## src/sv/sfs_pkg.sv

```systemverilog
`timescale 1ns / 1ps
`default_nettype none
// ----------------------------------------------------------------------------
// sfs_pkg
// Shared types and fixed constants of the soft photon strip filter.
// ----------------------------------------------------------------------------
package sfs_pkg;

	localparam int FRAC_W  = 16;
	localparam int CLAMP_W = 32;
	localparam int SQ_W    = 2 * CLAMP_W;
	localparam int RAD_W   = SQ_W + 2;
	localparam int ROOT_W  = RAD_W / 2;
	localparam int ITER_W  = 6;
	localparam int CIDX_W  = 4;
	localparam int MCNT_W  = 5;
	localparam int REG_W   = 2;

	localparam logic [REG_W-1:0] REG_SINGLE_FRAC = 2'd0;
	localparam logic [REG_W-1:0] REG_MULTI_FRAC  = 2'd1;

	localparam logic [CLAMP_W-1:0] CLAMP_MAX = 32'h8000_0000;

	typedef struct packed {
		logic clear;
		logic insert;
		logic pop;
	} cell_ctrl_t;

endpackage
`default_nettype wire

```

## src/sv/sfs_cell.sv

```systemverilog
`timescale 1ns / 1ps
`default_nettype none
// ----------------------------------------------------------------------------
// sfs_cell
// One slot of the sorting chain: holds one cluster word, keyed by pt.
// ----------------------------------------------------------------------------
module sfs_cell #(
	parameter int DW = 120,
	parameter int KW = 23
) (
	input  wire                     clk,
	input  wire                     arst_n,
	input  wire sfs_pkg::cell_ctrl_t ctrl,
	input  wire  [DW-1:0]           new_data,
	input  wire  [DW-1:0]           left_data,
	input  wire                     left_valid,
	input  wire                     left_gt,
	input  wire  [DW-1:0]           right_data,
	input  wire                     right_valid,
	output logic [DW-1:0]           data,
	output logic                    valid,
	output logic                    gt
);

	logic [DW-1:0] data_q;
	logic          valid_q;

	assign gt    = !valid_q || (data_q[DW-1 -: KW] > new_data[DW-1 -: KW]);
	assign data  = data_q;
	assign valid = valid_q;

	always_ff @(posedge clk or negedge arst_n) begin
		if (!arst_n) begin
			valid_q <= 1'b0;
		end else if (ctrl.clear) begin
			valid_q <= 1'b0;
		end else if (ctrl.insert) begin
			if (gt) begin
				valid_q <= left_gt ? left_valid : 1'b1;
			end
		end else if (ctrl.pop) begin
			valid_q <= right_valid;
		end
	end

	always_ff @(posedge clk) begin
		if (ctrl.insert && !ctrl.clear) begin
			if (gt) begin
				data_q <= left_gt ? left_data : new_data;
			end
		end else if (ctrl.pop && !ctrl.clear) begin
			data_q <= right_data;
		end
	end

endmodule
`default_nettype wire

```

## config.mk

```make
export PLATFORM = sky130hd
export DESIGN_NAME = sfs_cell
export DESIGN_NICKNAME = d
export VERILOG_FILES = /design/src/sv/sfs_pkg.sv /design/src/sv/sfs_cell.sv
export SDC_FILE = /design/constraint.sdc
export NUM_CORES = 1
export LEC_CHECK = 0
export BUFFER_PORTS_ARGS = -buffer_cell sky130_fd_sc_hd__buf_2
export CORE_AREA = 2 2 192 194
export CTS_CLUSTER_DIAMETER = 40
export DETAILED_ROUTE_END_ITERATION = 16
export DIE_AREA = 0 0 194 196
export SLEW_MARGIN = 30
export SYNTH_ARGS = -nofsm -noshare
export SYNTH_HDL_FRONTEND = slang
export SYNTH_SLANG_ARGS = --single-unit
```

## constraint.sdc

```tcl
create_clock -name clk -period 5.8 [get_ports clk]
set_input_delay 0 -clock clk [delete_from_list [all_inputs] [get_ports clk]]
set_output_delay 0 -clock clk [all_outputs]
set_load 0.02 [all_outputs]
```

### After elaboration in Yosys (flattened, before gate mapping)

Cells that the tools add are included.

| operators by class | value |
|---|---|
| equal/unequal tests | 2 |
| magnitude comparators | 1 |
| reduce and logical (&&, ||, !) cells | 9 |
| multiplexer cells | 9 |

Operators by type and width:

| operator | number |
|---|---|
| $mux 120 | 4 |
| $gt 23x23->1 | 1 |
| $mux 1 | 5 |
| $reduce_and 2->1 | 2 |
| $ne 3x1->1 const B | 1 |
| $reduce_bool 3->1 | 1 |
| $logic_and 1x1->1 | 2 |
| $logic_not 1->1 | 2 |
| $ne 2x2->1 const B | 1 |
| $reduce_bool 2->1 | 1 |
| $logic_or 1x1->1 | 1 |

| storage, ports and cells | value |
|---|---|
| logic and storage cells | 23 |
| flip-flop bits (word level) | 121 |
| bits of input ports | 368 |

### Longest topological paths before layout

| logic depth | value |
|---|---|
| depth in word-level cells | 5 |
| depth in mapped cells | 7 |
| mapped depth without buffers | 7 |

### Worst setup path before layout

Ideal clock, no wire load.

| timing path | value |
|---|---|
| kind | register to register |
| start | reg data_q[116] (netlist: data[116]) |
| end | reg data_q[0] (netlist: data[0]), enable pin |
| path slack | 0.753 ns |
| arrival time | 4.549 ns |
| path buffers | 0 |
| data required time | 5.302 ns |
| setup time | 0.498 ns |
| period minus slack after synthesis | 5.047 ns |
| cell stages (with the launch flop) | 7 |
| path through | edfxtp_1 -> ha_1 -> nand3_2 -> nor4_4 -> o211ai_1 -> a41oi_2 -> o221a_1 |

| between the ends | value |
|---|---|
| word-level cells in the longest chain between the ends | 4 |

Ends and longest elaborated chain:

| element | line | text |
|---|---|---|
| start: declaration | sfs_cell.sv:25 | `logic [DW-1:0] data_q;` |
| start signal: assignment | sfs_cell.sv:49 | `data_q <= left_gt ? left_data : new_data;` |
| start signal: assignment | sfs_cell.sv:52 | `data_q <= right_data;` |
| $gt 23x23->1 | sfs_cell.sv:28 | `assign gt = !valid_q \|\| (data_q[DW-1 -: KW] > new_data[DW-1 -: KW]);` |
| $logic_or 1x1->1 | sfs_cell.sv:28 |  |
| $ne 2x2->1 (no line) | n/a |  |
| $reduce_and 2->1 (no line) | n/a |  |

No other way between the ends.
A chain may end at the register's enable or synchronous reset.

### Worst setup path after layout

| timing path | value |
|---|---|
| start | reg data_q[116] (netlist: data[116]) |
| end | reg data_q[85] (netlist: data[85]), enable pin |

Same word-level chain as after synthesis.

==> out/results.ini <==
[finish]
syn2layout_area_growth_pct=86.2
final_common_cell=buf_2
stdcell_area_mm2=0.0125
mostFrequentLayoutCells=488 x buf_2, 224 x dlygate4sd3_1, 129 x nand2_1
drive_gt1_share_pct=40.0
fill_cells=3639
utilization_pct=34.7
nets=1704

[synthesis]
synth_area_leaders=edfxtp_1 54%, mux2i_1 18%, o21ai_0 9.2%, nand2_1 7.3%, ha_1 4.3%
synth_nets=1006
yosys_warnings=0
synth_enable_flop_cells=120
yosysSeqAreaShare_pct=54.0
ys_ff_latch=121
syn-mean-instance-area_um2=10.9
synthArstFlopShare_pct=0.826
syn-cell-area_mm2=0.00673
synth_top_flop_cell=edfxtp_1
yosysTopAreaCell=edfxtp_1
synth_top_area_share_pct=53.6
ys_types=28
synth_cells=615

[sta]
setup_viol=0
max_freq_ghz=0.321
fin_tns_setup_ns=0
timing.slew.headroom_pct=40.4
period_needed_ns=3.12
rsz0062_at_grt=no
finalMaxSlewViolations=0
finalHoldViolCount=0
finClkSkew_ns=0.00744
fin_crit_sh_pct=53.8
worstMarginPinSlew_ns=0.894

[worst_setup_path]
crit_fanout=62
reg2reg_from=data[116]
worstPathArrival_ns=3.21
cp-start-kind=flip-flop
critPathKind=reg -> reg
crit_required_ns=5.89
rrSetupSlack_ns=2.68
r2r-end=data[85]
rr_worst_depth=8
end_kind=flip-flop

[clock_network]
root_buffer=clkbuf_16
tritoncts=built
clkTransAtPathRegs_ns=0.06
cts_buffers=17
clock_latency_ns=0.42
clk_path_buf_depth=2
htree_levels=4
cts.sink_count=121

[job]
cap_viol_max_count=0

[route]
num_vias=7365
drc_errors=0
vias_per_cell=4.10
drtPass1Iterations=5
wirelength_mm=26.6
ant_nets=0
wire_per_inst_um=14.8
drtIter0Drc=347

[power]
leakagePower_nw=6.04
power_density_mw_per_mm2=229
ir_drop_v=0.000198

[global_routing]
grt_max_degree=109
grt_overflow=0
grt_pass1_wl_mm=39.3
antenna_found_initial=2
grt_pass1_vias=7434
grtUsageTotal_pct=13.5

[placed_design]
dpl-instance-area_mm2=0.00965
gp_congestion=0.926
hpwlAfterDp_mm=19.5
portBuffers=489

[die]
dieArea_mm2=0.0380
start_util_pct=18.6
rows=70
die_w_um=194
core-area_mm2=0.0361
die_h_um=196
io_pins=490

[hold_path]
hold_depth=3
hold_start=left_data[83]
whs_endpoint=data[83]
min_path_type=in -> reg

[run_status]
status=finished, final reports clean

==> state kept, by name, summed over array words and instances, names as in the netlist <==
signal  count
data      120
valid       1
==> power by group <==
part / internal (mW) / total [mW] / switching [mW]
Clock: 0.715 / 1.12 / 0.403
Combinational: 0.344 / 0.679 / 0.336
Sequential: 1.05 / 1.07 / 0.0206
Total: 2.11 / 2.87 / 0.760
==> cells in the mapped netlist (2+ instances only) <==
cell	number
inv_1	24
clkbuf_1	14
nand3_1	4
a21oi_1	10
nor2_1	3
buf_2	25
mux2i_1	120
edfxtp_1	120
o22ai_1	2
o21ai_0	123
ha_1	23
nand2_1	130
nand4_1	2
==> worst max-delay path by stage <==
stage / from / to
global route: data[116] / data[84]
detailed placement: data[116] / data[86]
floorplan: data[116] / data[0]
global placement: data[116] / data[84]
finish: data[116] / data[85]
CTS: data[116] / data[84]
==> area by class of cell <==
class,instances,area (µm²),area share [%]
timing repair buffer,719,4770,38.1
sequential,121,3630,29.0
multi-input combinational,430,2840,22.7
tap,468,586,4.68
clock buffer,19,433,3.46
clock inverter,13,178,1.42
inverter,24,90.1,0.719
antenna,1,2.50,0.0200
==> per-stage QoR <==
stage	hold slack, ns	setup WS [ns]	total power [mW]	std cells
after floorplan	-0.296	0.753	1.37	615
after global placement	-0.221	2.57	1.61	1537
after detailed placement	-0.224	2.44	1.62	1537
after CTS	0.000309	2.44	2.90	1791
after global routing	0.0107	2.47	3.01	1795
final	0.0228	2.68	2.87	1795
==> critical path: stages (launching register included) <==
cell and delay [ns]:
edfxtp_1 0.39, ha_1 0.34, nand3_2 0.13, nor4_4 0.35
o211ai_1 0.16, a41oi_2 0.25, o221a_4 0.44, buf_12 0.29
buf_12 0.33
==> timing repair <==
| item | in CTS | in global routing |
|---|---|---|
| hold buffers | 222 | 2 |
| gates resized for setup | 0 | 0 |
| buffers inserted | 0 | 0 |
| endpoints found under the hold margin | 122 | 1 |
==> layer usage <==
| layer | up-vias | track usage [%] | wire length (µm) |
|---|---|---|---|
| li1 | 3629 | - | - |
| met1 | 3363 | 15.1 | 10400 |
| met2 | 317 | 23.3 | 13400 |
| met3 | 54 | 4.45 | 1890 |
| met4 | 2 | 6.31 | 922 |
| met5 | - | 0 | 13 |
==> logic make-up (layout without fill, tap and decap cells) <==
logic type / Yosys count / in the layout / share of synthesized area (%)
AND/OR/NAND/NOR: 145 / 145 / 8.74
AO/OA/AOI/OAI: 141 / 141 / 11.0
multiplexers: 121 / 121 / 18.0
flip-flops: 121 / 121 / 54.0
buffers and inverters: 64 / 775 / 4.04
adder cells (fa/ha/maj): 23 / 23 / 4.28
other: 0 / 1 / 0
(Power assumes the default switching activity.)
