`config.mk`:
```
export PLATFORM = sky130hd
export DESIGN_NAME = sfs_ptcalc
export DESIGN_NICKNAME = d
export VERILOG_FILES = /design/src/sv/sfs_pkg.sv /design/src/sv/sfs_ptcalc.sv
export SDC_FILE = /design/constraint.sdc
export NUM_CORES = 2
export LEC_CHECK = 0
export BUFFER_PORTS_ARGS = -buffer_cell sky130_fd_sc_hd__buf_2
export CAP_MARGIN = 25
export CORE_UTILIZATION = 55
export CTS_CLUSTER_DIAMETER = 40
export CTS_CLUSTER_SIZE = 25
export DETAILED_ROUTE_END_ITERATION = 16
export GPL_TIMING_DRIVEN = 1
export HOLD_SLACK_MARGIN = 0.12
export PLACE_DENSITY = 0.76
export SLEW_MARGIN = 20
export SYNTH_ARGS = -nofsm -noshare
export SYNTH_HDL_FRONTEND = slang
export SYNTH_SLANG_ARGS = --single-unit
```
`constraint.sdc`:
```
create_clock -name clk -period 4.2 [get_ports clk]
set_input_delay 0.21 -clock clk [delete_from_list [all_inputs] [get_ports clk]]
set_output_delay 0.21 -clock clk [all_outputs]
set_load 0.02 [all_outputs]
```
`src/sv/sfs_pkg.sv`:
```
`timescale 1ns / 1ps
`default_nettype none
// ----------------------------------------------------------------------------
// sfs_pkg
// Shared types and fixed constants of the soft photon strip filter.
// ----------------------------------------------------------------------------
package sfs_pkg;

	localparam int FRAC_W  = 16;
	localparam int CLAMP_W = 32;
	localparam int SQ_W    = 2 * CLAMP_W;
	localparam int RAD_W   = SQ_W + 2;
	localparam int ROOT_W  = RAD_W / 2;
	localparam int ITER_W  = 6;
	localparam int CIDX_W  = 4;
	localparam int MCNT_W  = 5;
	localparam int REG_W   = 2;

	localparam logic [REG_W-1:0] REG_SINGLE_FRAC = 2'd0;
	localparam logic [REG_W-1:0] REG_MULTI_FRAC  = 2'd1;

	localparam logic [CLAMP_W-1:0] CLAMP_MAX = 32'h8000_0000;

	typedef struct packed {
		logic clear;
		logic insert;
		logic pop;
	} cell_ctrl_t;

endpackage
`default_nettype wire

```
`src/sv/sfs_ptcalc.sv`:
```
`timescale 1ns / 1ps
`default_nettype none
// ----------------------------------------------------------------------------
// sfs_ptcalc
// Transverse momentum: clamp, square, sum, then one root bit per cycle.
// ----------------------------------------------------------------------------
module sfs_ptcalc #(
	parameter int IN_W = 30,
	parameter int PT_W = 23
) (
	input  wire                   clk,
	input  wire                   arst_n,
	input  wire                   start,
	input  wire  signed [IN_W-1:0] op_x,
	input  wire  signed [IN_W-1:0] op_y,
	output logic                  done,
	output logic [PT_W-1:0]       pt
);

	localparam logic [1:0] PH_IDLE = 2'd0;
	localparam logic [1:0] PH_SUM  = 2'd1;
	localparam logic [1:0] PH_ITER = 2'd2;

	localparam int ROOT_W = sfs_pkg::ROOT_W;
	localparam int REM_W  = ROOT_W + 2;

	function automatic logic [sfs_pkg::CLAMP_W-1:0] clamp_mag(input logic signed [IN_W-1:0] v);
		logic [IN_W-1:0] m;
		logic [63:0]     w;
		m = v[IN_W-1] ? IN_W'(-v) : IN_W'(v);
		w = 64'(m);
		if (w > 64'(sfs_pkg::CLAMP_MAX)) begin
			return sfs_pkg::CLAMP_MAX;
		end
		return w[sfs_pkg::CLAMP_W-1:0];
	endfunction

	logic [1:0]                    phase_q;
	logic [sfs_pkg::ITER_W-1:0]    iter_q;
	logic [sfs_pkg::SQ_W-1:0]      sqx_q, sqy_q;
	logic [sfs_pkg::RAD_W-1:0]     rad_q;
	logic [REM_W-1:0]              rem_q;
	logic [ROOT_W-1:0]             root_q;
	logic                          done_q;
	logic [PT_W-1:0]               pt_q;
	logic [sfs_pkg::CLAMP_W-1:0]   ax, ay;
	logic [REM_W-1:0]              rem_in, trial;
	logic                          take;
	logic [REM_W-1:0]              rem_nx;
	logic [ROOT_W-1:0]             root_nx;

	assign ax = clamp_mag(op_x);
	assign ay = clamp_mag(op_y);

	assign rem_in  = {rem_q[REM_W-3:0], rad_q[sfs_pkg::RAD_W-1 -: 2]};
	assign trial   = {root_q, 2'b01};
	assign take    = rem_in >= trial;
	assign rem_nx  = take ? rem_in - trial : rem_in;
	assign root_nx = {root_q[ROOT_W-2:0], take};

	always_ff @(posedge clk) begin
		if (start) begin
			sqx_q <= sfs_pkg::SQ_W'(ax) * sfs_pkg::SQ_W'(ax);
			sqy_q <= sfs_pkg::SQ_W'(ay) * sfs_pkg::SQ_W'(ay);
		end
		if (phase_q == PH_SUM) begin
			rad_q  <= sfs_pkg::RAD_W'(sqx_q) + sfs_pkg::RAD_W'(sqy_q);
			rem_q  <= '0;
			root_q <= '0;
		end else if (phase_q == PH_ITER) begin
			rad_q  <= {rad_q[sfs_pkg::RAD_W-3:0], 2'b00};
			rem_q  <= rem_nx;
			root_q <= root_nx;
			if (iter_q == sfs_pkg::ITER_W'(ROOT_W - 1)) begin
				pt_q <= (|root_nx[ROOT_W-1:PT_W]) ? {PT_W{1'b1}} : root_nx[PT_W-1:0];
			end
		end
	end

	always_ff @(posedge clk or negedge arst_n) begin
		if (!arst_n) begin
			phase_q <= PH_IDLE;
			iter_q  <= '0;
			done_q  <= 1'b0;
		end else begin
			done_q <= 1'b0;
			case (phase_q)
				PH_IDLE: begin
					if (start) begin
						phase_q <= PH_SUM;
					end
				end
				PH_SUM: begin
					phase_q <= PH_ITER;
					iter_q  <= '0;
				end
				PH_ITER: begin
					iter_q <= iter_q + 1'b1;
					if (iter_q == sfs_pkg::ITER_W'(ROOT_W - 1)) begin
						phase_q <= PH_IDLE;
						done_q  <= 1'b1;
					end
				end
				default: phase_q <= PH_IDLE;
			endcase
		end
	end

	assign done = done_q;
	assign pt   = pt_q;

	assert property (@(posedge clk) disable iff (!arst_n) done_q |-> phase_q == PH_IDLE)
		else $error("pt done outside idle");
	assert property (@(posedge clk) disable iff (!arst_n) phase_q <= PH_ITER)
		else $error("pt phase out of range");
	assert property (@(posedge clk) disable iff (!arst_n)
		(phase_q == PH_ITER) |-> (iter_q <= sfs_pkg::ITER_W'(ROOT_W - 1)))
		else $error("pt iteration overrun");
	assert property (@(posedge clk) disable iff (!arst_n)
		(phase_q == PH_SUM) |=> (phase_q == PH_ITER))
		else $error("pt sum not followed by root");

endmodule
`default_nettype wire

```
* Word level (Yosys, flattened, before mapping)
Index checks and enable logic that the tools add are counted.
Widths: inputs -> output; s select.
** Operators by class
- $add $sub $neg :: 5
- $mul :: 2
- $lt $le $gt $ge :: 1
- Equal/unequal tests :: 5
- Mux-type cells :: 11
- Bitwise gates (word level) :: 1
- Reductions and logical operators :: 5
** Operator list (number)
- $mux 66 :: 2
- $mul 30x30->60 :: 2
- $add 64x64->65 :: 1
- $mux 30 :: 2
- $neg 30->30 :: 2
- $ge 35x35->1 :: 1
- $mux 33 :: 1
- $sub 33x33->33 :: 1
- $pmux 6 s2 :: 1
- $reduce_or 10->1 :: 1
- $add 6x1->6 const B :: 1
- $eq 6x6->1 const B :: 1
- $pmux 2 s3 :: 1
- $mux 2 :: 2
- $reduce_and 3->1 :: 1
- $eq 2x1->1 const B :: 1
- $eq 2x2->1 const B :: 1
- $logic_not 2->1 :: 1
- $mux 1 :: 2
- $ne 2x1->1 const B :: 1
- $ne 2x2->1 const B :: 1
- $reduce_and 2->1 :: 1
- $reduce_bool 2->1 :: 1
- $not 1->1 :: 1
** Word-level totals
- Flip-flop bits (word level) :: 292
- Bits of input ports :: 63
- Output and inout port bits :: 24
- Logic and storage cells :: 39

* Depth between registers and ports, before layout
- Word-level depth :: 3
- Gate-level depth with buffers :: 39
- Gate-level depth less buffers :: 36

* Least setup slack after synthesis
OpenSTA, ideal clock, no wires.
- Kind :: input-to-reg
- From :: input op_x[0]
- To :: register sqx_q[58] (netlist name) (data pin)
- Library setup time :: 0.265 ns
- Data arrival time :: 9.427 ns
- Required time :: 3.935 ns
- Setup slack :: -5.492 ns
- Stages on the path :: 38
- Path buffers :: 4
- Path through :: clkbuf_1 -> inv_1 -> clkbuf_1 -> ha_1 -> nand2_1 -> or3_1 -> or3_1 -> nand2b_1 -> o31ai_2 -> xor2_2 -> inv_2 -> clkbuf_1 -> nand2_1 -> fa_1 -> inv_1 -> fa_1 -> fa_1 -> inv_1 -> (+2 left out) -> fa_1 -> fa_1 -> fa_1 -> inv_1 -> fa_1 -> inv_1 -> ha_1 -> clkbuf_1 -> a21o_1 -> a21o_1 -> a21o_1 -> a21oi_1 -> o221ai_1 -> o31ai_1 -> o31ai_1 -> a21oi_1 -> o21ai_0 -> xor2_1
** On the way
- Longest elaborated chain between the ends :: 3
** Ends and longest elaborated chain
- start: declaration :: RTL line sfs_ptcalc.sv:14 : input wire signed [IN_W-1:0] op_x,
- $neg 30->30 :: RTL line sfs_ptcalc.sv:30 : m = v[IN_W-1] ? IN_W'(-v) : IN_W'(v);
- $mux 30 (*) :: RTL line sfs_ptcalc.sv:30
- $mul 30x30->60 (*) :: RTL line sfs_ptcalc.sv:63 : sqx_q <= sfs_pkg::SQ_W'(ax) * sfs_pkg::SQ_W'(ax);
- end signal: assignment :: RTL line sfs_ptcalc.sv:63
- end: declaration :: RTL line sfs_ptcalc.sv:40 : logic [sfs_pkg::SQ_W-1:0] sqx_q, sqy_q;
Every way passes the cells marked *; elsewhere a longest branch is shown, timed or not.
A chain may end at the register's enable or synchronous reset.

* Worst setup path after layout
- From :: input op_x[6]
- To :: register sqx_q[53] (netlist name) (data pin)
The elaborated chain is that of the path after synthesis.

==> summary.txt <==
TIMING
------------------------------------------------------------------------------------------
Relative slew margins .......................................................        34.1%
Final critical-path share of the clock period ...............................         211%
RSZ-0062 raised after global routing ........................................         true
Worst-case hold slack .......................................................     0.165 ns
Highest clock frequency the design can meet .................................      113 MHz
Final critical-path required period .........................................      8.85 ns
Worst slew pin tran .........................................................     0.988 ns
Post-Route Skew .............................................................    0.0167 ns
Final slew viol count .......................................................            0
Total count of hold-check failures in the final report ......................            0
Number of setup violations in the final report ..............................          108
Final setup margin ..........................................................     -4.65 ns

YOSYS
------------------------------------------------------------------------------------------
Count of warnings emitted by yosys ..........................................            0
Count of distinct cell types in the synthesized netlist .....................           85
Largest area contributor in the synthesized netlist ......................... sky130_fd_sc_hd__fa_1
Yosys reg bits ..............................................................          282
Average cell area after synthesis ...........................................   9.30 sq um
Sequential share of the synthesized area ....................................        11.7%
Share of async-settable or async-resettable flops after synthesis ...........        3.19%
Number of synthesized flops with an enable pin ..............................          207
Dominant synthesized flop cell .............................................. sky130_fd_sc_hd__edfxtp_1
Synth top area share ........................................................        42.1%
Post-Syn Area ............................................................... 66,400 sq um
Dominant cells by area after synthesis ...................................... sky130_fd_sc_hd__fa_1 (42%), sky130_fd_sc_hd__ha_1 (11%), sky130_fd_sc_hd__inv_1 (11%)
Cell count after synthesis ..................................................        7,141

GLOBAL ROUTING
------------------------------------------------------------------------------------------
Residual overflow from global routing .......................................            0
Pin count of the biggest net entering global routing ........................           56
Antenna violations before repair ............................................            1
Overall fraction of global-route tracks in use ..............................        31.4%
Wire length of the first global-routing pass ................................       302 mm
Number of global-route vias before repair ...................................       60,100

CLOCK NETWORK
------------------------------------------------------------------------------------------
Htree depth .................................................................            1
Cts bufs inserted ...........................................................           27
CTS tree ....................................................................        built
Master cell of the clock root buffer ........................................ sky130_fd_sc_hd__clkbuf_16
TritonCTS Sinks .............................................................          282
Maximum buffer depth of the clock tree ......................................            3
Clock edge transition at the registers on the reported setup and hold paths .      0.08 ns
Insertion delay of the later-clocked pin in the worst-skew pair .............      0.58 ns

FINAL LAYOUT
------------------------------------------------------------------------------------------
Commonest cells after routing, fill and taps aside .......................... sky130_fd_sc_hd__inv_1 (1,845), sky130_fd_sc_hd__fa_1 (1,332), sky130_fd_sc_hd__buf_4 (1,220)
Total of fill cells in the finished design ..................................        8,478
Leading cell type in the layout, fill and taps excluded ..................... sky130_fd_sc_hd__inv_1
Number of nets in the layout ................................................       10,500
Area of the multi-input gates ............................................... 54,900 sq um
# diodes ....................................................................            0
Syn-to-layout area delta ....................................................        27.9%
Layout cells sized above 1 ..................................................        27.9%
Area taken by flip-flops and latches ........................................   7760 sq um

FLOORPLAN
------------------------------------------------------------------------------------------
Core outline area ........................................................... 120,000 sq um
Site Rows ...................................................................          127
Effective utilization at floorplan ..........................................        55.4%
Count of boundary I/O pins ..................................................           87
Overall die width ...........................................................  350 microns
Die footprint ............................................................... 122,000 sq um
Height of the die ...........................................................  350 microns

DRT
------------------------------------------------------------------------------------------
Vias ........................................................................       54,100
Antenna-violating nets left .................................................            0
Via/cell ratio ..............................................................         5.37
Post-detailed-route DRC marker count ........................................            0
First DRT Iteration DRCs ....................................................        3,524
Pre-antenna DRT Iters .......................................................            5
Routed length per placed instance ........................................... 18.8 microns
Detailed-route wire length ..................................................       189 mm

MIN PATH
------------------------------------------------------------------------------------------
Hold Startpoint .............................................................      op_y[1]
End point of the worst hold path ............................................ sqy_q[2]$_DFFE_PP_
Hold Path Stages ............................................................            3
Class of the tightest hold or removal check .................................    in -> reg

CRITICAL PATH
------------------------------------------------------------------------------------------
Data arrival, critical path .................................................      9.17 ns
Slowest cell on the critical path ........................................... sky130_fd_sc_hd__fa_1
Worst reg2reg startpoint .................................................... sqy_q[19]$_DFFE_PP_
Largest incremental delay on the critical path ..............................      0.60 ns
Worst reg-to-reg setup slack ................................................      0.36 ns
Critical path startpoint category ...........................................    input pin
Worst Reg-to-Reg Cells ......................................................           12
Setup CP Type ...............................................................    in -> reg
CP most frequent cell ....................................................... sky130_fd_sc_hd__fa_1
Max Fanout on Critical Path .................................................            5
Required time reported for the critical path endpoint .......................      4.52 ns
Reg-to-Reg End .............................................................. rad_q[59]$_DFFE_PP_
Element type at the critical path end .......................................     register

OUTCOME
------------------------------------------------------------------------------------------
Violations in the final reports ............................................. negative setup slack
Status ...................................................................... complete, but fails checks

PLACED DESIGN
------------------------------------------------------------------------------------------
Final Wtd Congestion ........................................................        0.977
Half-perimeter wire length of the detailed placement result .................       156 mm
Port-buffer cells ...........................................................           86

RUN
------------------------------------------------------------------------------------------
Reported max-cap violation count ............................................            0

[layer usage]
metal	vias to the layer above	part of all wire [%]	GRT usage, %
met2	1876	51	56.1
met1	27400	38	38.6
met3	654	5.9	3.67
li1	24200	-	-
met4	0	5.1	12.6
met5	-	0	0
[synth_stat cells (8+ instances only)]
library cell,count
sky130_fd_sc_hd__a211oi_1,17
sky130_fd_sc_hd__a21o_1,126
sky130_fd_sc_hd__a21oi_1,221
sky130_fd_sc_hd__a221oi_1,9
sky130_fd_sc_hd__a311oi_1,30
sky130_fd_sc_hd__a31oi_1,39
sky130_fd_sc_hd__and2_1,17
sky130_fd_sc_hd__and3_1,27
sky130_fd_sc_hd__buf_1,9
sky130_fd_sc_hd__clkbuf_1,216
sky130_fd_sc_hd__clkinv_1,8
sky130_fd_sc_hd__dfrtp_1,9
sky130_fd_sc_hd__dfxtp_1,66
sky130_fd_sc_hd__edfxtp_1,207
sky130_fd_sc_hd__fa_1,1398
sky130_fd_sc_hd__ha_1,596
sky130_fd_sc_hd__inv_1,1959
sky130_fd_sc_hd__inv_2,12
sky130_fd_sc_hd__mux2_2,53
sky130_fd_sc_hd__mux2i_1,38
sky130_fd_sc_hd__nand2_1,629
sky130_fd_sc_hd__nand2b_1,33
sky130_fd_sc_hd__nand3_1,46
sky130_fd_sc_hd__nand4_1,70
sky130_fd_sc_hd__nor2_1,578
sky130_fd_sc_hd__nor2b_1,32
sky130_fd_sc_hd__nor3_1,22
sky130_fd_sc_hd__nor4_1,15
sky130_fd_sc_hd__o211ai_1,18
sky130_fd_sc_hd__o21a_1,21
sky130_fd_sc_hd__o21ai_0,127
sky130_fd_sc_hd__o21bai_1,36
sky130_fd_sc_hd__o31a_1,10
sky130_fd_sc_hd__o31ai_1,18
sky130_fd_sc_hd__o41ai_1,8
sky130_fd_sc_hd__or2_2,11
sky130_fd_sc_hd__or3_1,18
sky130_fd_sc_hd__xnor2_1,170
sky130_fd_sc_hd__xor2_1,101
[worst max-delay path, delay by kind of cell]
family	cells	cell delay, ns
AO/OA/AOI/OAI	7	1.15
AND/OR/NAND/NOR	5	1.55
buffers and inverters	14	1.52
XOR/XNOR	2	0.27
adder cells (fa/ha/maj)	9	4.45
[area by class of cell]
type                    instances  area share [%]
repair buffers               1471            13.9
well taps                    1612            2.37
inverters                    1980            8.84
clock inverters                23           0.334
clock buffers                  27           0.795
multi-input cells            4691            64.6
flip-flops and latches        282            9.14
[registers in the layout (all words and copies together), names as in the netlist]
signal	count
iter_q	6
rem_q	33
rad_q	66
phase_q	2
sqy_q	59
done	1
root_q	33
pt	23
sqx_q	59
[how the worst max path moves through the flow]
stage,cells past startpoint,start,slack [ns],end
floorplan,34,op_x[6],-4.92,sqx_q[56]$_DFFE_PP_
global placement,31,op_x[6],-5.28,sqx_q[46]$_DFFE_PP_
detailed placement,33,op_x[6],-5.42,sqx_q[46]$_DFFE_PP_
CTS,36,op_x[6],-4.54,sqx_q[56]$_DFFE_PP_
global route,38,op_x[6],-4.89,sqx_q[53]$_DFFE_PP_
finish,37,op_x[6],-4.65,sqx_q[53]$_DFFE_PP_
[metrics by stage]
| step | setup TNS (ns) | util [%] | instance area [sq um] | setup slack, ns | std cells |
|---|---|---|---|---|---|
| 3_3_place_gp | -450.01 | 66.6 | 79800 | -5.28 | 9899 |
| 4_1_cts | -372.33 | 69.4 | 83100 | -4.54 | 10000 |
| 5_1_grt | -401.05 | 70.9 | 84900 | -4.89 | 10100 |
| 3_5_place_dp | -458.46 | 66.6 | 79800 | -5.42 | 9899 |
| 6_report | -380.32 | 70.9 | 84900 | -4.65 | 10100 |
| 2_1_floorplan | -390.51 | - | 69100 | -4.92 | 7183 |
[repair_timing]
| item | 4_1_cts | 5_1_grt |
|---|---|---|
| endpoints found under the setup margin | 108 | 113 |
| buffers inserted | 85 | 66 |
| gates resized for setup | 382 | 356 |
| hold endpoints to repair | 10 | 0 |
| hold buffers | 3 | 0 |
| pin swaps | 266 | 251 |
[cells by family after synthesis]
kind of cell,count (synthesis),synth area share [%]
simple gates,1536,9.95
buf+inv,2210,12.5
other cells,2,0.0113
compound gates,752,7.36
flops,282,11.7
mux,91,1.47
xor+xnor,274,3.65
fa+ha+maj,1994,53.4
Power is not shown: default switching activity piles up to over one toggle a cycle in this logic, so the estimate is an artifact.
